===== config.mk =====
export PLATFORM = sky130hd
export DESIGN_NAME = tcc_alu
export DESIGN_NICKNAME = d
export VERILOG_FILES = /design/src/rtl/core/text_console_cursor_engine_assert.svh /design/src/rtl/core/tcc_pkg.sv /design/src/rtl/core/tcc_alu.sv
export SDC_FILE = /design/constraint.sdc
export NUM_CORES = 1
export LEC_CHECK = 0
export ABC_CLOCK_PERIOD_IN_PS = 2500
export BUFFER_PORTS_ARGS = -buffer_cell sky130_fd_sc_hd__buf_2
export CAP_MARGIN = 20
export CORE_MARGIN = 2
export CORE_UTILIZATION = 41
export DETAILED_ROUTE_END_ITERATION = 8
export PLACE_DENSITY_LB_ADDON = 0.1
export SETUP_SLACK_MARGIN = 0.5
export SYNTH_ARGS = -nofsm -noshare
export SYNTH_HDL_FRONTEND = slang
export SYNTH_SLANG_ARGS = --single-unit

===== constraint.sdc =====
create_clock -name vclk -period 2.5
set_input_delay 0.25 -clock vclk [all_inputs]
set_output_delay 0.25 -clock vclk [all_outputs]
set_load 0.02 [all_outputs]

===== src/rtl/core/text_console_cursor_engine_assert.svh =====
// Assertion macros for the text console cursor engine.
// Used by the top level; no other dependencies.
`ifndef TEXT_CONSOLE_CURSOR_ENGINE_ASSERT_SVH
`define TEXT_CONSOLE_CURSOR_ENGINE_ASSERT_SVH
`ifndef SYNTHESIS
// clocked check, switched off while reset is high
`define TCC_ASSERT(lbl, clk, rst, prop) \
  lbl: assert property (@(posedge clk) disable iff (rst) prop) \
    else $error("tcc assertion failed");
// clocked check that also holds through reset
`define TCC_ASSERT_ALWAYS(lbl, clk, prop) \
  lbl: assert property (@(posedge clk) prop) \
    else $error("tcc assertion failed");
`else
`define TCC_ASSERT(lbl, clk, rst, prop)
`define TCC_ASSERT_ALWAYS(lbl, clk, prop)
`endif
`endif


===== src/rtl/core/tcc_pkg.sv =====
// Shared types and constants for the text console cursor engine.
// No dependencies.
package tcc_pkg;

  localparam int ADDR_W    = 3;
  localparam int CNT_W     = 4;
  localparam int ALU_W     = 10;
  localparam int MAX_DRAWS = 8;

  localparam logic [7:0] CH_NEWLINE   = 8'h0A;
  localparam logic [7:0] CH_BACKSPACE = 8'h08;
  localparam logic [7:0] CH_TAB       = 8'h09;
  localparam logic [7:0] CH_SPACE     = 8'h20;

  // register index, taken from paddr[2]
  localparam logic REG_COLUMNS = 1'b0;
  localparam logic REG_ROWS    = 1'b1;

  localparam logic [8:0] COLUMNS_RST = 9'd80;
  localparam logic [8:0] ROWS_RST    = 9'd25;

  typedef struct packed {
    logic [7:0]  char_code;
    logic [31:0] fore_color;
    logic [31:0] back_color;
  } in_item_t;

  typedef struct packed {
    logic [7:0]  cell_col;
    logic [7:0]  cell_row;
    logic [7:0]  glyph_code;
    logic [31:0] draw_fore;
    logic [31:0] draw_back;
    logic        last;
  } out_item_t;

  // effective grid size, 1..256
  typedef struct packed {
    logic [8:0] ncol;
    logic [8:0] nrow;
  } grid_t;

  typedef struct packed {
    logic [ALU_W-1:0] a;
    logic [ALU_W-1:0] b;
    logic [ALU_W-1:0] lim;
  } alu_req_t;

  typedef struct packed {
    logic [ALU_W-1:0] sum;
    logic             ge;
  } alu_rsp_t;

  // zero acts as 1, anything above 256 as 256
  function automatic logic [8:0] eff_size(input logic [8:0] v);
    logic [8:0] r;
    r = v;
    if (v == 9'd0) r = 9'd1;
    else if (v > 9'd256) r = 9'd256;
    return r;
  endfunction

endpackage


===== src/rtl/core/tcc_alu.sv =====
// Shared add-and-compare unit: sum = a + b, ge = (sum >= lim).
// Depends on tcc_pkg.
module tcc_alu (
  input  tcc_pkg::alu_req_t req,
  output tcc_pkg::alu_rsp_t rsp
);
  logic [tcc_pkg::ALU_W-1:0] sum;

  assign sum     = req.a + req.b;
  assign rsp.sum = sum;
  assign rsp.ge  = (sum >= req.lim);
endmodule


==> results.md, run 1 <==
- Status: finished with violations
- Failing checks: negative setup slack
- Cell Rows: 14
- Die Span Y: 43.5 µm
- Mapped Area: 638 µm²
- Largest net degree at the start of global routing: 6
- F_max: 0.355 GHz
- Area taken by multi-input logic gates: a little under 800 µm²
- Total Wirelength: 2720 µm
- Final std cell area, no fill: 0.00134 mm²
- Synth cell types: 25
- Cell Chain, Critical Path: buf_6, ha_4, and3_4, a2111oi_4, buf_4, buf_6, buf_6, o21ai_4, a21oi_4, xnor2_2, ha_1, a21oi_1, o21ai_2, buf_6
- DR vias: about 900
- Endpoints failing setup: 2
- CP max FO: 2
- Sequential area share after synthesis: 0%
- Peak supply drop: 238 µV
- Port Buffers: between 40 and 50
- DR WL/cell: 16.7 µm
- Clock Buffer Count: 0
- DRT antenna net count: 0
- Critical Path Most Common Cell: buf_6
- Final #Nets: 199
- First-pass detailed-route iteration total: 4
- # DRC: 0
- Antenna diodes: 0
- RSZ-0062 raised after global routing: true
- Startpoint Class: input port
- Post-route setup slack: -0.314 ns
- Slew HR: 80.0%
- Die Wd: 43.5 µm
- Number of hold violations in the final report: 0
- Total global routing overflow: 0
- Commonest non-fill, non-tap cell in the layout: buf_2
- Critical path's slowest cell: a2111oi_4
- Final GP Congestion: 0.776
- Initial Util: a little over two fifths
- Fillers: 68
- Synthesized net count: 133
- Max_cap viols: 0
- Die area: 0.00189 mm²
- CP max stage delay: 0.36 ns
- Layout cells sized above 1: ~64%
- Total Neg Setup Slack: -0.363 ns
- Total number of yosys warnings: 0
- Ports: 41
- Area grow syn2layout: 109%
- Seq Cell Count: 0
- Pwr/cell area: 388 mW/mm²
- Crit. End Element: primary output
- Final period util: 113%
- Cells after Synth: between 80 and 90
- Number of global-route vias before repair: 816
- Storage cell area: 0 µm²
- Required @ worst endpoint: 2.25 ns
- GRT Total Usage: a little under a quarter
- Initial antenna violation count: 0
- HP Class: input port to primary output
- Post-layout min period: 2.81 ns
- Core area: 0.00149 mm²
- Post-DP Area: 0.00103 mm²
- Iter 0 DRT Violations: 13
- Static leakage: 0.709 nW
- Post-DR vias/cell: 5.50
- Slew @ Worst Pin: 0.298 ns
- Post-DP HPWL: 1430 µm
- Commonest cells after routing, fill and taps aside: buf_2, buf_4, inv_1, buf_6, ha_1
- Setup Crit Path Kind: input port to primary output
- Worst path arrival time: 2.56 ns
- First-pass GRT wire length: between 3000 and 4000 µm
- Slew Limit Fails: 0
- Average size of a mapped cell: 7.69 µm²
[worst paths after layout]
check                   start  endpoint  slack [ns]  cells past startpoint
worst min-delay path  req[20]    rsp[1]        0.85                      3
worst max-delay path  req[12]    rsp[0]       -0.31                     14
[layout make-up]
type,count,share of cell area (%)
Multi-Input combinational cell,67,59.3
Tap cell,16,1.50
Inverter,16,4.49
Timing Repair Buffer,64,34.7
[routing by layer]
metal / GRT usage (%) / up-vias / part of all wire, %
met2: 50.1 / 42 / 57
met4: 5.45 / 0 / 3.3
li1: - / 424 / -
met5: 0 / - / 0
met1: 23.1 / 423 / 34
met3: 0.833 / 8 / 4.9
[kinds of logic (layout without fill, tap and decap cells)]
group | count (synthesis) | after routing | synth area share (%)
fa+ha+maj | 20 | 20 | 40.4
compound gates | 20 | 20 | 23.3
xor+xnor | 9 | 9 | 12.4
buf+inv | 16 | 80 | 9.41
simple gates | 18 | 18 | 14.5
[power breakdown]
part           internal, mW  switching, mW  leakage [nW]
sequential                0              0             0
combinational         0.266          0.252         0.709
clock                     0              0             0
total                 0.266          0.252         0.709
[Yosys cell counts, drive strengths merged]
cell | count | area [µm²]
a2111oi | 1 | 27.5
a21o | 2 | 15.0
a21oi | 7 | 35.0
a221oi | 1 | 8.76
and2 | 1 | 6.26
and3 | 2 | 17.5
fa | 1 | 20.0
ha | 19 | 238
inv | 16 | 60.1
nand2 | 2 | 7.51
nand3 | 4 | 20.0
nor2 | 6 | 22.5
nor2b | 1 | 6.26
nor3 | 1 | 5.00
o2111ai | 1 | 8.76
o211ai | 1 | 7.51
o21a | 2 | 15.0
o21ai | 3 | 15.0
o21bai | 1 | 7.51
o41ai | 1 | 8.76
or4 | 1 | 7.51
xnor2 | 8 | 70.1
xor2 | 1 | 8.76
[critical path: cells and delay by family]
| kind | cells | cell delay [ns] |
|---|---|---|
| xor gates and xnor gates | 1 | 0.15 |
| adders and majority gates | 2 | 0.51 |
| and+or+nand+nor | 1 | 0.18 |
| buffers and inverters | 5 | 0.59 |
| AOI/OAI and AO/OA | 5 | 0.88 |
[through the flow]
step	worst slack (ns)	util [%]	cells	power [mW]	hold WS [ns]
finish	-0.314	89.7	163	0.518	0.845
global route	-0.392	89.7	163	0.550	0.848
CTS	-0.302	84.5	162	0.445	0.840
detailed placement	-0.392	69.5	155	0.362	0.869
global placement	-0.388	69.5	155	0.354	0.861
floorplan	-0.222	-	83	0.231	0.714
[repair_timing]
action / 4_1_cts / 5_1_grt
pin swaps: 10 / 4
hold buffers: 0 / 0
endpoints found under the setup margin: 5 / 6
setup buffers: 7 / 1
resized for setup: 34 / 12
endpoints found under the hold margin: 0 / 0
(Power assumes the default switching activity.)
==> run 2: changes to the inputs <==
--- a/config.mk
+++ b/config.mk
@@ -9,7 +9,7 @@
 export BUFFER_PORTS_ARGS = -buffer_cell sky130_fd_sc_hd__buf_2
 export CAP_MARGIN = 20
 export CORE_MARGIN = 2
-export CORE_UTILIZATION = 41
+export CORE_UTILIZATION = 36
 export DETAILED_ROUTE_END_ITERATION = 8
 export PLACE_DENSITY_LB_ADDON = 0.1
 export SETUP_SLACK_MARGIN = 0.5
==> results.md, run 2 (same netlist as run 1, synthesis figures left out) <==
- Seq pwr share: 0% (unchanged)
- Number of global-route vias before repair: 787 (-3.6%)
- Post-DP HPWL: 1430 µm (-0.37%)
- Initial antenna violation count: 0 (unchanged)
- Worst Setup SP: req[11]
- Static leakage: 0.720 nW (+1.6%)
- DR vias: 858 (-4.3%)
- Peak supply drop: 245 µV (+2.9%)
- Final #Nets: 203 (+2.0%)
- Met3 Use GR: 0.784% (-0.049 points)
- First-pass GRT wire length: 3060 µm (-8.7%)
- Met1 usage: 21.3% (-1.8 points)
- Met2 usage: 40.0% (-10 points)
- First-pass detailed-route iteration total: 4 (unchanged)
- Die Wd: 46.1 µm (+6.1%)
- CP max stage delay: 0.40 ns (+0.04 ns)
- Ports: 41 (unchanged)
- Clock Buffer Count: 0 (unchanged)
- F_max: 0.351 GHz (-1.2%)
- CP max FO: 2 (unchanged)
- Total global routing overflow: 0 (unchanged)
- Final core area utilization: 79.6% (-10 points)
- Combinational fraction of design power: 100.0% (about the same)
- Cell Rows: 15 (+1)
- Total power: 0.507 mW (-2.1%)
- Slew @ Worst Pin: 0.317 ns (+0.0186 ns)
- # DRC: 0 (unchanged)
- Initial Util: 37.8% (-5.1 points)
- Slew HR: 78.9% (-1.2 points)
- Internal: 0.275 mW (+3.4%)
- Largest net degree at the start of global routing: 5 (-1)
- Post-DR vias/cell: 5.11 (-7.2%)
- Critical Path Most Common Cell: buf_6
- Setup Crit Path Kind: input port to primary output
- Endpoints failing setup: 1 (-1)
- Startpoint Class: input port
- Die Span Y: 46.1 µm (+6.1%)
- Pre-CTS setup slack: -0.406 ns (-0.0135 ns)
- Cell Chain, Critical Path: buf_8, ha_4, a21o_1, a2111oi_4, buf_4, buf_6, buf_6, o21ai_4, a21oi_2, xnor2_2, ha_1, a21oi_1, o21ai_2, buf_6
- Busiest grt layer: met2
- Final period util: 114% (+1.4 points)
- Commonest cells after routing, fill and taps aside: buf_2, buf_4, buf_6
- Final GP Congestion: 0.711 (-8.4%)
- Worst hold slack: 0.852 ns (+0.00706 ns)
- Slew Limit Fails: 0 (unchanged)
- Die area: 0.00213 mm² (+13%)
- Crit. End Element: primary output
- Critical path's slowest cell: a2111oi_4
- DR WL/cell: 12.5 µm (-25%)
- Iter 0 DRT Violations: 6 (-7)
- Sw Ratio: 45.7% (-2.9 points)
- Status: finished with violations
- Number of hold violations in the final report: 0 (unchanged)
- DRT antenna net count: 0 (unchanged)
- Crit path to: rsp[0]
- HP Class: input port to primary output
- Failing checks: negative setup slack
- Post-layout min period: 2.85 ns (+0.0345 ns)
- Antenna diodes: 0 (unchanged)
- Pwr/cell area: 377 mW/mm² (-2.8%)
- RSZ-0062 raised after global routing: true
- Core area: 0.00169 mm² (+13%)
- Max_cap viols: 0 (unchanged)
- Worst path arrival time: 2.60 ns (+0.04 ns)
- Layout cells sized above 1: 63.6% (-0.37 points)
- Post-route setup slack: -0.348 ns (-0.0345 ns)
- GRT Total Usage: 19.1% (-4.0 points)
- Storage cell area: 0 µm² (unchanged)
- Required @ worst endpoint: 2.25 ns (about the same)
- Commonest non-fill, non-tap cell in the layout: buf_2
- Switching power: 0.232 mW (-7.9%)
- Area grow syn2layout: 111%
- Seq Cell Count: 0 (unchanged)
- Total Wirelength: 2100 µm (-23%)
- Port Buffers: 41 (unchanged)
- Clock group share of total power: 0% (unchanged)
run 2: how the worst min path moves through the flow:
stage | from | endpoint | depth (start not counted)
after floorplan | req[20] | rsp[1] | 1
after global placement | req[20] | rsp[1] | 3
after detailed placement | req[20] | rsp[1] | 3
after CTS | req[20] | rsp[1] | 3
after global routing | req[20] | rsp[1] | 3
final | req[10] | rsp[1] | 3
run 2: area by class of cell:
| type | instances | area, µm² |
|---|---|---|
| multi-input cells | 67 | 759 |
| repair buffers | 68 | 504 |
| fillers | 103 | 344 |
| inverters | 16 | 60.1 |
| well taps | 17 | 21.3 |
run 2: stage by stage:
| step | setup TNS [ns] | instance area, µm² | std cells |
|---|---|---|---|
| global route | -0.456 | 1350 | 168 |
| detailed placement | -0.406 | 1050 | 158 |
| global placement | -0.387 | 1050 | 158 |
| floorplan | -0.222 | 697 | 83 |
| finish | -0.348 | 1350 | 168 |
| CTS | -0.354 | 1270 | 167 |
run 2: power groups by stage:
stage	Sequential, mW	Combinational [mW]	Clock (mW)
floorplan	0	0.231	0
global placement	0	0.362	0
detailed placement	0	0.370	0
CTS	0	0.455	0
global route	0	0.551	0
finish	0	0.507	0
run 2: critical path: cells and delay by family:
family | cells | cell delay (ns)
xor+xnor | 1 | 0.14
fa+ha+maj | 2 | 0.49
buf+inv | 5 | 0.62
compound gates | 6 | 1.09
run 2: per-layer routing:
metal	vias to the layer above	part of all wire, %	wire, µm
li1	432	-	-
met1	391	39	826
met2	29	56	1170
met3	6	3.2	67
met4	0	1.8	38
met5	-	0	0
run 2: what timing repair did:
action | in CTS | in global routing
pin swaps | 9 | 10
resized for setup | 31 | 16
hold buffers | 0 | 0
setup endpoints to repair | 6 | 6
setup buffers | 9 | 1
