## config.mk

```make
export PLATFORM = sky130hd
export DESIGN_NAME = tcc_cfg
export DESIGN_NICKNAME = d
export VERILOG_FILES = /design/src/rtl/core/text_console_cursor_engine_assert.svh /design/src/rtl/core/tcc_pkg.sv /design/src/rtl/core/tcc_cfg.sv
export SDC_FILE = /design/constraint.sdc
export NUM_CORES = 1
export LEC_CHECK = 0
export ABC_AREA = 1
export BUFFER_PORTS_ARGS = -buffer_cell sky130_fd_sc_hd__buf_2
export CAP_MARGIN = 20
export CORE_MARGIN = 3
export CORE_UTILIZATION = 36
export CTS_CLUSTER_SIZE = 25
export DETAILED_ROUTE_END_ITERATION = 8
export GPL_TIMING_DRIVEN = 0
export PLACE_DENSITY = 0.85
export SYNTH_ARGS = -nofsm -noshare
export SYNTH_HDL_FRONTEND = slang
export SYNTH_SLANG_ARGS = --single-unit
```

## constraint.sdc

```tcl
create_clock -name clk -period 1.1 [get_ports clk]
set_clock_uncertainty 0.2 [all_clocks]
set_input_delay 0.11 -clock clk [delete_from_list [all_inputs] [get_ports clk]]
set_output_delay 0.11 -clock clk [all_outputs]
set_load 0.02 [all_outputs]
```

## src/rtl/core/text_console_cursor_engine_assert.svh

```systemverilog
// Assertion macros for the text console cursor engine.
// Used by the top level; no other dependencies.
`ifndef TEXT_CONSOLE_CURSOR_ENGINE_ASSERT_SVH
`define TEXT_CONSOLE_CURSOR_ENGINE_ASSERT_SVH
`ifndef SYNTHESIS
// clocked check, switched off while reset is high
`define TCC_ASSERT(lbl, clk, rst, prop) \
  lbl: assert property (@(posedge clk) disable iff (rst) prop) \
    else $error("tcc assertion failed");
// clocked check that also holds through reset
`define TCC_ASSERT_ALWAYS(lbl, clk, prop) \
  lbl: assert property (@(posedge clk) prop) \
    else $error("tcc assertion failed");
`else
`define TCC_ASSERT(lbl, clk, rst, prop)
`define TCC_ASSERT_ALWAYS(lbl, clk, prop)
`endif
`endif

```

## src/rtl/core/tcc_pkg.sv

```systemverilog
// Shared types and constants for the text console cursor engine.
// No dependencies.
package tcc_pkg;

  localparam int ADDR_W    = 3;
  localparam int CNT_W     = 4;
  localparam int ALU_W     = 10;
  localparam int MAX_DRAWS = 8;

  localparam logic [7:0] CH_NEWLINE   = 8'h0A;
  localparam logic [7:0] CH_BACKSPACE = 8'h08;
  localparam logic [7:0] CH_TAB       = 8'h09;
  localparam logic [7:0] CH_SPACE     = 8'h20;

  // register index, taken from paddr[2]
  localparam logic REG_COLUMNS = 1'b0;
  localparam logic REG_ROWS    = 1'b1;

  localparam logic [8:0] COLUMNS_RST = 9'd80;
  localparam logic [8:0] ROWS_RST    = 9'd25;

  typedef struct packed {
    logic [7:0]  char_code;
    logic [31:0] fore_color;
    logic [31:0] back_color;
  } in_item_t;

  typedef struct packed {
    logic [7:0]  cell_col;
    logic [7:0]  cell_row;
    logic [7:0]  glyph_code;
    logic [31:0] draw_fore;
    logic [31:0] draw_back;
    logic        last;
  } out_item_t;

  // effective grid size, 1..256
  typedef struct packed {
    logic [8:0] ncol;
    logic [8:0] nrow;
  } grid_t;

  typedef struct packed {
    logic [ALU_W-1:0] a;
    logic [ALU_W-1:0] b;
    logic [ALU_W-1:0] lim;
  } alu_req_t;

  typedef struct packed {
    logic [ALU_W-1:0] sum;
    logic             ge;
  } alu_rsp_t;

  // zero acts as 1, anything above 256 as 256
  function automatic logic [8:0] eff_size(input logic [8:0] v);
    logic [8:0] r;
    r = v;
    if (v == 9'd0) r = 9'd1;
    else if (v > 9'd256) r = 9'd256;
    return r;
  endfunction

endpackage

```

## src/rtl/core/tcc_cfg.sv

```systemverilog
// APB-style register file holding columns and rows, plus effective sizes.
// Depends on tcc_pkg.
module tcc_cfg (
  input  logic                       clk,
  input  logic                       rst,
  input  logic                       psel,
  input  logic                       penable,
  input  logic                       pwrite,
  input  logic [tcc_pkg::ADDR_W-1:0] paddr,
  input  logic [31:0]                pwdata,
  output logic [31:0]                prdata,
  output logic                       pready,
  output tcc_pkg::grid_t             grid
);
  logic [8:0] columns;
  logic [8:0] rows;
  logic       wr_en;

  assign pready = 1'b1;
  assign wr_en  = psel && penable && pwrite && pready;

  always_ff @(posedge clk) begin
    if (rst) begin
      columns <= tcc_pkg::COLUMNS_RST;
      rows    <= tcc_pkg::ROWS_RST;
    end else if (wr_en) begin
      unique case (paddr[2])
        tcc_pkg::REG_COLUMNS: columns <= pwdata[8:0];
        tcc_pkg::REG_ROWS:    rows    <= pwdata[8:0];
        default: ;
      endcase
    end
  end

  always_comb begin
    unique case (paddr[2])
      tcc_pkg::REG_COLUMNS: prdata = {23'd0, columns};
      tcc_pkg::REG_ROWS:    prdata = {23'd0, rows};
      default:              prdata = 32'd0;
    endcase
  end

  assign grid.ncol = tcc_pkg::eff_size(columns);
  assign grid.nrow = tcc_pkg::eff_size(rows);
endmodule

```

==> results of run 1 <==
==> registers in the layout, summed over array words and instances (netlist names) <==
signal / count
columns: 9
rows: 9
==> worst max-delay path, delay by kind of cell (launching register included) <==
kind / cells / cell delay (ns)
AND/OR/NAND/NOR: 5 / 0.52
buffers and inverters: 1 / 0.13
flip-flops: 1 / 0.38
==> area by class of cell <==
class | count | area [um^2] | area share
multi-input cells | 149 | 801 | 0.363
repair buffers | 62 | 576 | 0.261
flip-flops and latches | 18 | 390 | 0.177
plain buffers | 31 | 236 | 0.107
inverters | 28 | 110 | 0.0499
well taps | 44 | 55.1 | 0.0250
clock buffers | 4 | 36.3 | 0.0165
==> metrics by stage <==
stage / cells / utilization / worst slack, ns
after global routing: 336 / 0.694 / -0.614
after global placement: 310 / 0.514 / -0.279
after detailed placement: 310 / 0.514 / -0.309
after floorplan: 226 / - / -0.116
final: 336 / 0.694 / -0.529
after CTS: 330 / 0.629 / -0.532
==> placed cells by master (no fill, tap or decap), drive strengths merged, types with 6 or more instances in the layout <==
cell type,netlist,layout
nor2,54,54
clkbuf,3,8
o21ai,8,8
buf,28,80
nand2,57,57
conb,2,24
inv,27,27
dlygate4sd3,0,9
nand3,6,6
dfxtp,18,18
==> routing by layer <==
layer	GRT usage	routed length [um]
met5	0	0
met4	0.0422	36
met1	0.185	1360
met2	0.291	1990
met3	0.0364	313
==> what timing repair did <==
action	CTS	global route
setup buffers	7	10
hold buffers	9	0
endpoints found under the setup margin	27	28
gates resized for setup	74	50
pin swaps	7	13
hold endpoints to repair	18	0
==> power groups by stage <==
stage               Sequential, mW  Combinational, mW  Clock, mW
detailed placement           0.712              0.450          0
floorplan                    0.705              0.352          0
global route                 0.702              0.666      0.450
finish                       0.700              0.616      0.429
CTS                          0.700              0.548      0.420
global placement             0.711              0.445          0
==> worst paths after layout <==
| kind | start | to | slack, ns | cells after the start |
|---|---|---|---|---|
| worst min-delay path | rst | rows[7] | 0.02 | 4 |
| worst min register to register | columns[4] | columns[4] | 0.29 | 2 |
| worst max register to register | columns[8] | columns[8] | 0.04 | 4 |
| worst max-delay path | rows[0] | grid[4] | -0.53 | 6 |
==> cells by family (layout without fill, tap and decap cells) <==
group	after synthesis	after routing	synth area share
AO/OA/AOI/OAI	8	8	0.0322
buffers and inverters	59	125	0.275
flip-flops	18	18	0.290
other	2	24	0.00604
AND/OR/NAND/NOR	117	117	0.397
==> impl_metrics.csv, run 1 <==
group,metric,value,unit
outcome,run_status,"finished with violations",
outcome,violations,"negative setup slack",
floorplanning,dieArea,4200,um^2
setup_path,crit_fanout,7,
final_layout,drive_above_1_share,0.521,
setup_path,end_kind,"primary output",
routing,drt_iter0_drc,55,
synth,synth_area_leaders,"dfxtp_1 29%, nand2_1 17%, nor2_1 15%, buf_4 14%, inv_1 7.8%",
timing,holdWs,0.0191,ns
setup_path,worstPathArrival,1.32,ns
floorplanning,core_region_area,3180,um^2
routing,post_drt_wl_per_cell,11.0,um
synth,avgSynthCellArea,6.10,um^2
synth,synth_common_cells,"57 x nand2_1, 51 x nor2_1, 26 x inv_1",
power,swShare,0.337,
clock_network,cts.sinks,18,
power,power_density,792,nW/um^2
routing,first_pass_iters,4,
power,combPwrFrac,0.353,
routing,ant_nets,0,
floorplanning,die_w,64.8,um
flow_run,cap_viol_max_count,0,
placed_design,gp_congestion,0.861,
power,p_sw,588,uW
global_route,antenna_found_initial,0,
clock_network,clockRootBuffer,"clkbuf_4",
synth,yosys.cell_types.count,17,
power,clock_power_share,0.246,
global_route,grt_overflow,0,
setup_path,crit_slowest_cell,"dfxtp_4",
floorplanning,fp.dieH,64.8,um
placed_design,io_buffers,40,
global_route,grt_max_degree,11,
power,p_total,1.75,mW
final_layout,diodes,0,
setup_path,crit_required,0.79,ns
routing,drc,0,
power,p_leak,1.14,nW
floorplanning,num_rows,20,
synth,netlist_area,1240,um^2
synth,synthArstFlopShare,0,
clock_network,clock_latency,0.30,ns
placed_design,detailed_place.area,1630,um^2
timing,hold_violations,0,
setup_path,crit_type,"flip-flop to primary output",
routing,avgViaCountPerCell,4.13,
timing,min_period,1.63,ns
synth,synthCells,204,
final_layout,syn_to_final_growth,77.3,%
global_route,grt_usage,0.160,
synth,synth_ff_type,"dfxtp_1",
setup_path,cp_slowest_stage_delay,0.38,ns
floorplanning,ios,91,
floorplanning,initial_core_util,0.391,
timing,setup_viol,27,
clock_network,htreeDepth,1,
global_route,grt_pass1_vias,1236,
power,ir_drop,0.572,mV
power,power.internal,1.16,mW
final_layout,nFillCells,268,
routing,drt_wl_total,3.70,mm
synth,ys_ff_latch,18,
synth,synth_top_area_share,0.290,
final_layout,stdcell_area,2200,um^2
routing,vias,1387,
setup_path,start_kind,"flip-flop",
synth,yosysWarnings,0,
synth,yosysMostFrequentCell,"nand2_1",
synth,synth_seq_area_share,0.290,
timing,report.final.slew_viol_count,0,
min_path,hold_class,"input port to flip-flop",
timing,rsz0062_at_grt,"true",
clock_network,cts_buffers,3,
setup_path,crit_chain,"nor2_4 -> nand2_2 -> nor2_4 -> nor2_4 -> nor2_2 -> buf_6",
clock_network,cts_tree,"built",
power,power_frac_seq,0.401,
setup_path,critPathMostFrequentCell,"nor2_4",
synth,yosys.area.top_type,"dfxtp_1",
clock_network,clk_path_buf_depth,2,
clock_network,clk_pin_slew,0.11,ns
timing,fin_tns_setup,-10.20,ns
timing,fmax,0.614,GHz
placed_design,hpwl,2.40,mm
global_route,grt_pass1_wl,5.26,mm
timing,setup_ws,-0.529,ns
synth,synth_edf_count,0,
timing,period_share,1.48,
final_layout,layout.nets,333,
No activity file was read; power rests on OpenSTA's default activity.
==> inputs of run 2 (changes only) <==
- PLACE_DENSITY: 0.85 -> 0.74
==> run 2 against run 1 <==
  * The run still ends with negative setup slack left
  * First-iteration DRC count down 47%
  * Flip-flop and latch count unchanged
  * Register-to-register slack worse by 0.09 ns
  * Via count unchanged
  * Critical path depth unchanged
  * Hold slack better by 0.0014 ns
  * Non-clock buffer count up 1
  * Cell count up 0.30%
  * Global-route usage up 0.45 points
  * Clock power down 3%
  * Combinational power up 1%
  * Critical endpoint is now grid[12]
  * Largest power group unchanged
==> impl_metrics.csv, run 2 (synthesis results as in run 1) <==
group,metric,value,unit
setup_path,crit_buf_inv,1,
global_route,antenna_found_initial,0,
setup_path,crit_fanout,6,
final_layout,final_cell_mix,"45 x nand2_1, 34 x buf_6, 33 x buf_4, 27 x nor2_1, 24 x conb_1",
power,ir_drop,0.535,mV
placed_design,gp_congestion,0.860,
placed_design,detailed_place.area,1630,um^2
power,p_total,1.73,mW
timing,setup_viol,28,
global_route,grt_pass1_vias,1297,
setup_path,start_kind,"flip-flop",
timing,fmax,0.611,GHz
setup_path,worstPathArrival,1.33,ns
final_layout,stdcell_area,2220,um^2
routing,drt_iter0_drc,29,
final_layout,layout.nets,334,
routing,avgViaCountPerCell,4.12,
setup_path,crit_chain,"nor2_2 -> nand2_2 -> nor2_4 -> nor2_4 -> nor2_2 -> buf_6",
final_layout,reg_top3,"columns: 9 flops, rows: 9 flops",
floorplanning,num_rows,20,
global_route,grt_overflow,0,
setup_path,crit_slowest_cell,"dfxtp_2",
outcome,run_status,"finished with violations",
global_route,grt_pass1_wl,5.51,mm
setup_path,end_kind,"primary output",
clock_network,cts_buffers,3,
routing,post_drt_wl_per_cell,11.0,um
setup_path,cpLargestDelayFamily,"simple AND/OR/NAND/NOR gates",
clock_network,clk_pin_slew,0.11,ns
placed_design,hpwl,2.37,mm
floorplanning,die_w,64.8,um
floorplanning,initial_core_util,0.391,
floorplanning,fp.dieH,64.8,um
setup_path,crit_type,"flip-flop to primary output",
final_layout,final_common_cell,"nand2_1",
setup_path,crit_required,0.79,ns
floorplanning,ios,91,
timing,report.final.slew_viol_count,0,
power,p_leak,1.15,nW
final_layout,syn_to_final_growth,78.5,%
global_route,grt_usage,0.164,
flow_run,cap_viol_max_count,0,
routing,vias,1387,
setup_path,cp_slowest_stage_delay,0.35,ns
clock_network,clock_latency,0.29,ns
global_route,grt_max_degree,11,
final_layout,drive_above_1_share,0.526,
clock_network,cts_tree,"built",
routing,drc,0,
outcome,violations,"negative setup slack",
timing,hold_violations,0,
floorplanning,dieArea,4200,um^2
routing,drt_wl_total,3.69,mm
clock_network,clk_path_buf_depth,2,
timing,rsz0062_at_grt,"true",
floorplanning,core_region_area,3180,um^2
clock_network,cts.sinks,18,
min_path,hold_class,"input port to flip-flop",
clock_network,clockRootBuffer,"clkbuf_4",
placed_design,io_buffers,40,
routing,ant_nets,0,
timing,min_period,1.64,ns
routing,first_pass_iters,4,
final_layout,diodes,0,
timing,setup_ws,-0.536,ns
power,power_density,781,nW/um^2
clock_network,htreeDepth,1,
timing,period_share,1.49,
timing,holdWs,0.0205,ns
## run 2: stage by stage
stage,util,cells,setup TNS [ns],worst slack [ns]
after global routing,0.698,337,-11.77,-0.615
final,0.698,337,-10.15,-0.536
after global placement,0.514,310,-4.37,-0.286
after floorplan,-,226,-1.45,-0.116
after detailed placement,0.514,310,-4.64,-0.283
after CTS,0.624,331,-9.79,-0.500
## run 2: final cells by class
| type | instances | area, um^2 |
|---|---|---|
| inverter | 28 | 113 |
| sequential | 18 | 390 |
| multi-input combinational | 149 | 806 |
| tap | 44 | 55.1 |
| clock buffer | 4 | 36.3 |
| buffer | 31 | 236 |
| fill | 264 | 958 |
| timing repair buffer | 63 | 583 |
## run 2: path summary, 6_finish.rpt
path | from | end | slack, ns | depth (start not counted)
max | columns[5] | grid[12] | -0.54 | 6
min | rst | rows[7] | 0.02 | 4
max reg2reg | columns[0] | columns[0] | -0.05 | 4
min reg2reg | columns[4] | columns[4] | 0.30 | 2
## run 2: repair_timing
item | in CTS | in global routing
pin swaps | 7 | 20
hold buffers | 9 | 0
gates resized for setup | 66 | 59
hold endpoints to repair | 18 | 0
setup endpoints to repair | 27 | 27
buffers inserted | 8 | 9
## run 2: report_power, final
group	switching, mW	total (mW)	internal (mW)
sequential	0.0240	0.698	0.674
combinational	0.340	0.622	0.282
clock	0.213	0.415	0.202
total	0.577	1.73	1.16
## run 2: tightest hold or removal path, cell delays in order
cell	delay (ns)
buf_2	0.10
clkinv_1	0.14
nand2_1	0.07
nor2_1	0.07
## run 2: routing by layer
layer  GRT usage  wire length [um]  up-vias
met5           0                 0        -
met4      0.0712                78        0
met3      0.0225               189        8
met2       0.290              1990       47
met1       0.196              1430      610
li1            -                 -      722
==> inputs of run 3 (changes only) <==
- SETUP_SLACK_MARGIN: default -> 0.02
==> run 3 against run 2 <==
  * The run still ends with negative setup slack left
  * First-iteration DRC count is 38% higher
  * Fmax is 1.1% lower
  * Highest routed layer unchanged
  * Register-to-register slack better by 0.15 ns
  * Setup slack worse by 0.018 ns
  * Total power is 0.96% higher
  * Die area stayed put
  * Design area is 0.11% lower
==> impl_metrics.csv, run 3 (synthesis results as in run 1) <==
group,metric,value,unit
routing,drc,0,
floorplanning,ios,91,
clock_network,clock_latency,0.31,ns
setup_path,worstPathArrival,1.34,ns
final_layout,final_common_cell,"nand2_1",
global_route,grt_max_degree,11,
routing,vias,1390,
final_layout,layout.nets,335,
floorplanning,core_region_area,3180,um^2
power,power_density,790,nW/um^2
placed_design,io_buffers,40,
timing,hold_violations,0,
routing,first_pass_iters,4,
global_route,grt_pass1_wl,5.21,mm
setup_path,end_kind,"primary output",
setup_path,crit_chain,"nor2_2 -> nand2_2 -> nor2_4 -> nor2_4 -> nor2_2 -> buf_6",
timing,setup_viol,27,
routing,ant_nets,0,
power,p_sw,587,uW
floorplanning,initial_core_util,0.391,
clock_network,clk_path_buf_depth,2,
setup_path,cp_slowest_stage_delay,0.34,ns
setup_path,start_kind,"flip-flop",
global_route,antenna_found_initial,0,
min_path,hold_class,"input port to flip-flop",
global_route,grt_usage,0.159,
setup_path,crit_slowest_cell,"dfxtp_2",
clock_network,clk_pin_slew,0.11,ns
final_layout,final_cell_mix,"43 x nand2_1, 38 x buf_6, 31 x buf_4, 25 x nor2_1, 24 x conb_1",
timing,rsz0062_at_grt,"true",
floorplanning,dieArea,4200,um^2
timing,fin_tns_setup,-10.73,ns
power,ir_drop,0.492,mV
placed_design,gp_congestion,0.897,
final_layout,syn_to_final_growth,78.3,%
power,combPwrFrac,0.355,
setup_path,crit_buf_inv,1,
power,p_leak,1.15,nW
placed_design,hpwl,2.34,mm
final_layout,drive_above_1_share,0.548,
power,power.internal,1.16,mW
timing,report.final.slew_viol_count,0,
floorplanning,num_rows,20,
final_layout,reg_top3,"columns: 9 flops, rows: 9 flops",
final_layout,diodes,0,
routing,post_drt_wl_per_cell,10.7,um
outcome,run_status,"finished with violations",
final_layout,nFillCells,266,
clock_network,clockRootBuffer,"clkbuf_4",
clock_network,cts_tree,"built",
routing,drt_iter0_drc,40,
outcome,violations,"negative setup slack",
power,swShare,0.335,
power,clock_power_share,0.245,
timing,holdWs,0.0179,ns
clock_network,cts.sinks,18,
routing,avgViaCountPerCell,4.11,
clock_network,cts_buffers,3,
flow_run,cap_viol_max_count,0,
setup_path,crit_type,"flip-flop to primary output",
power,power_frac_seq,0.399,
timing,period_share,1.50,
floorplanning,die_w,64.8,um
setup_path,crit_required,0.79,ns
global_route,grt_pass1_vias,1188,
setup_path,crit_fanout,6,
timing,setup_ws,-0.554,ns
global_route,grt_overflow,0,
floorplanning,fp.dieH,64.8,um
setup_path,cpLargestDelayFamily,"simple AND/OR/NAND/NOR gates",
routing,drt_wl_total,3.61,mm
timing,min_period,1.65,ns
clock_network,htreeDepth,1,
placed_design,detailedPlace.worstSlack,-0.312,ns
timing,fmax,0.605,GHz
==> run 3: cell types whose count changed in the layout (fill, tap and decap cells not counted), sizes merged <==
cell    change
buf         +3
clkbuf      -2
==> run 3: path summary, 6_finish.rpt <==
path | from | to | slack (ns) | cells after the start
setup / recovery | columns[4] | grid[13] | -0.55 | 6
hold / removal | rst | columns[0] | 0.02 | 4
setup reg to reg | columns[1] | columns[1] | 0.10 | 4
hold reg to reg | columns[6] | columns[6] | 0.31 | 2
==> run 3: cell type report <==
cell class / instances / area, um^2 / share of cell area
multi-input combinational: 149 / 782 / 0.353
timing repair buffer: 64 / 602 / 0.271
clock buffer: 4 / 36.3 / 0.0164
sequential: 18 / 385 / 0.174
buffer: 31 / 241 / 0.109
tap: 44 / 55.1 / 0.0248
inverter: 28 / 115 / 0.0519
==> run 3: power groups by stage <==
stage	logic (mW)	registers, mW	clock network (mW)
floorplan	0.353	0.705	0
global placement	0.447	0.711	0
detailed placement	0.449	0.712	0
CTS	0.567	0.695	0.435
global route	0.666	0.703	0.460
finish	0.622	0.699	0.430
==> run 3: repair_timing <==
action / in CTS / in global routing
resized for setup: 77 / 49
endpoints found under the hold margin: 18 / 0
buffers inserted: 11 / 7
endpoints found under the setup margin: 27 / 27
hold buffers: 9 / 0
pin swaps: 8 / 16
==> run 3: worst min-delay path: stages <==
cell	delay, ns
buf_2	0.10
clkinv_1	0.14
nand2_1	0.09
nor2_2	0.06
==> run 3: through the flow <==
step / std cells / util / area (um^2) / power [mW]
3_5_place_dp: 310 / 0.515 / 1640 / 1.16
5_1_grt: 338 / 0.698 / 2220 / 1.83
6_report: 338 / 0.698 / 2220 / 1.75
2_1_floorplan: 226 / - / 1380 / 1.06
4_1_cts: 334 / 0.646 / 2050 / 1.70
3_3_place_gp: 310 / 0.515 / 1640 / 1.16
==> run 3: routing by layer <==
layer / wire length, um / GRT usage
met1: 1470 / 0.194
met2: 1870 / 0.286
met3: 233 / 0.0156
met4: 48 / 0.0554
met5: 0 / 0
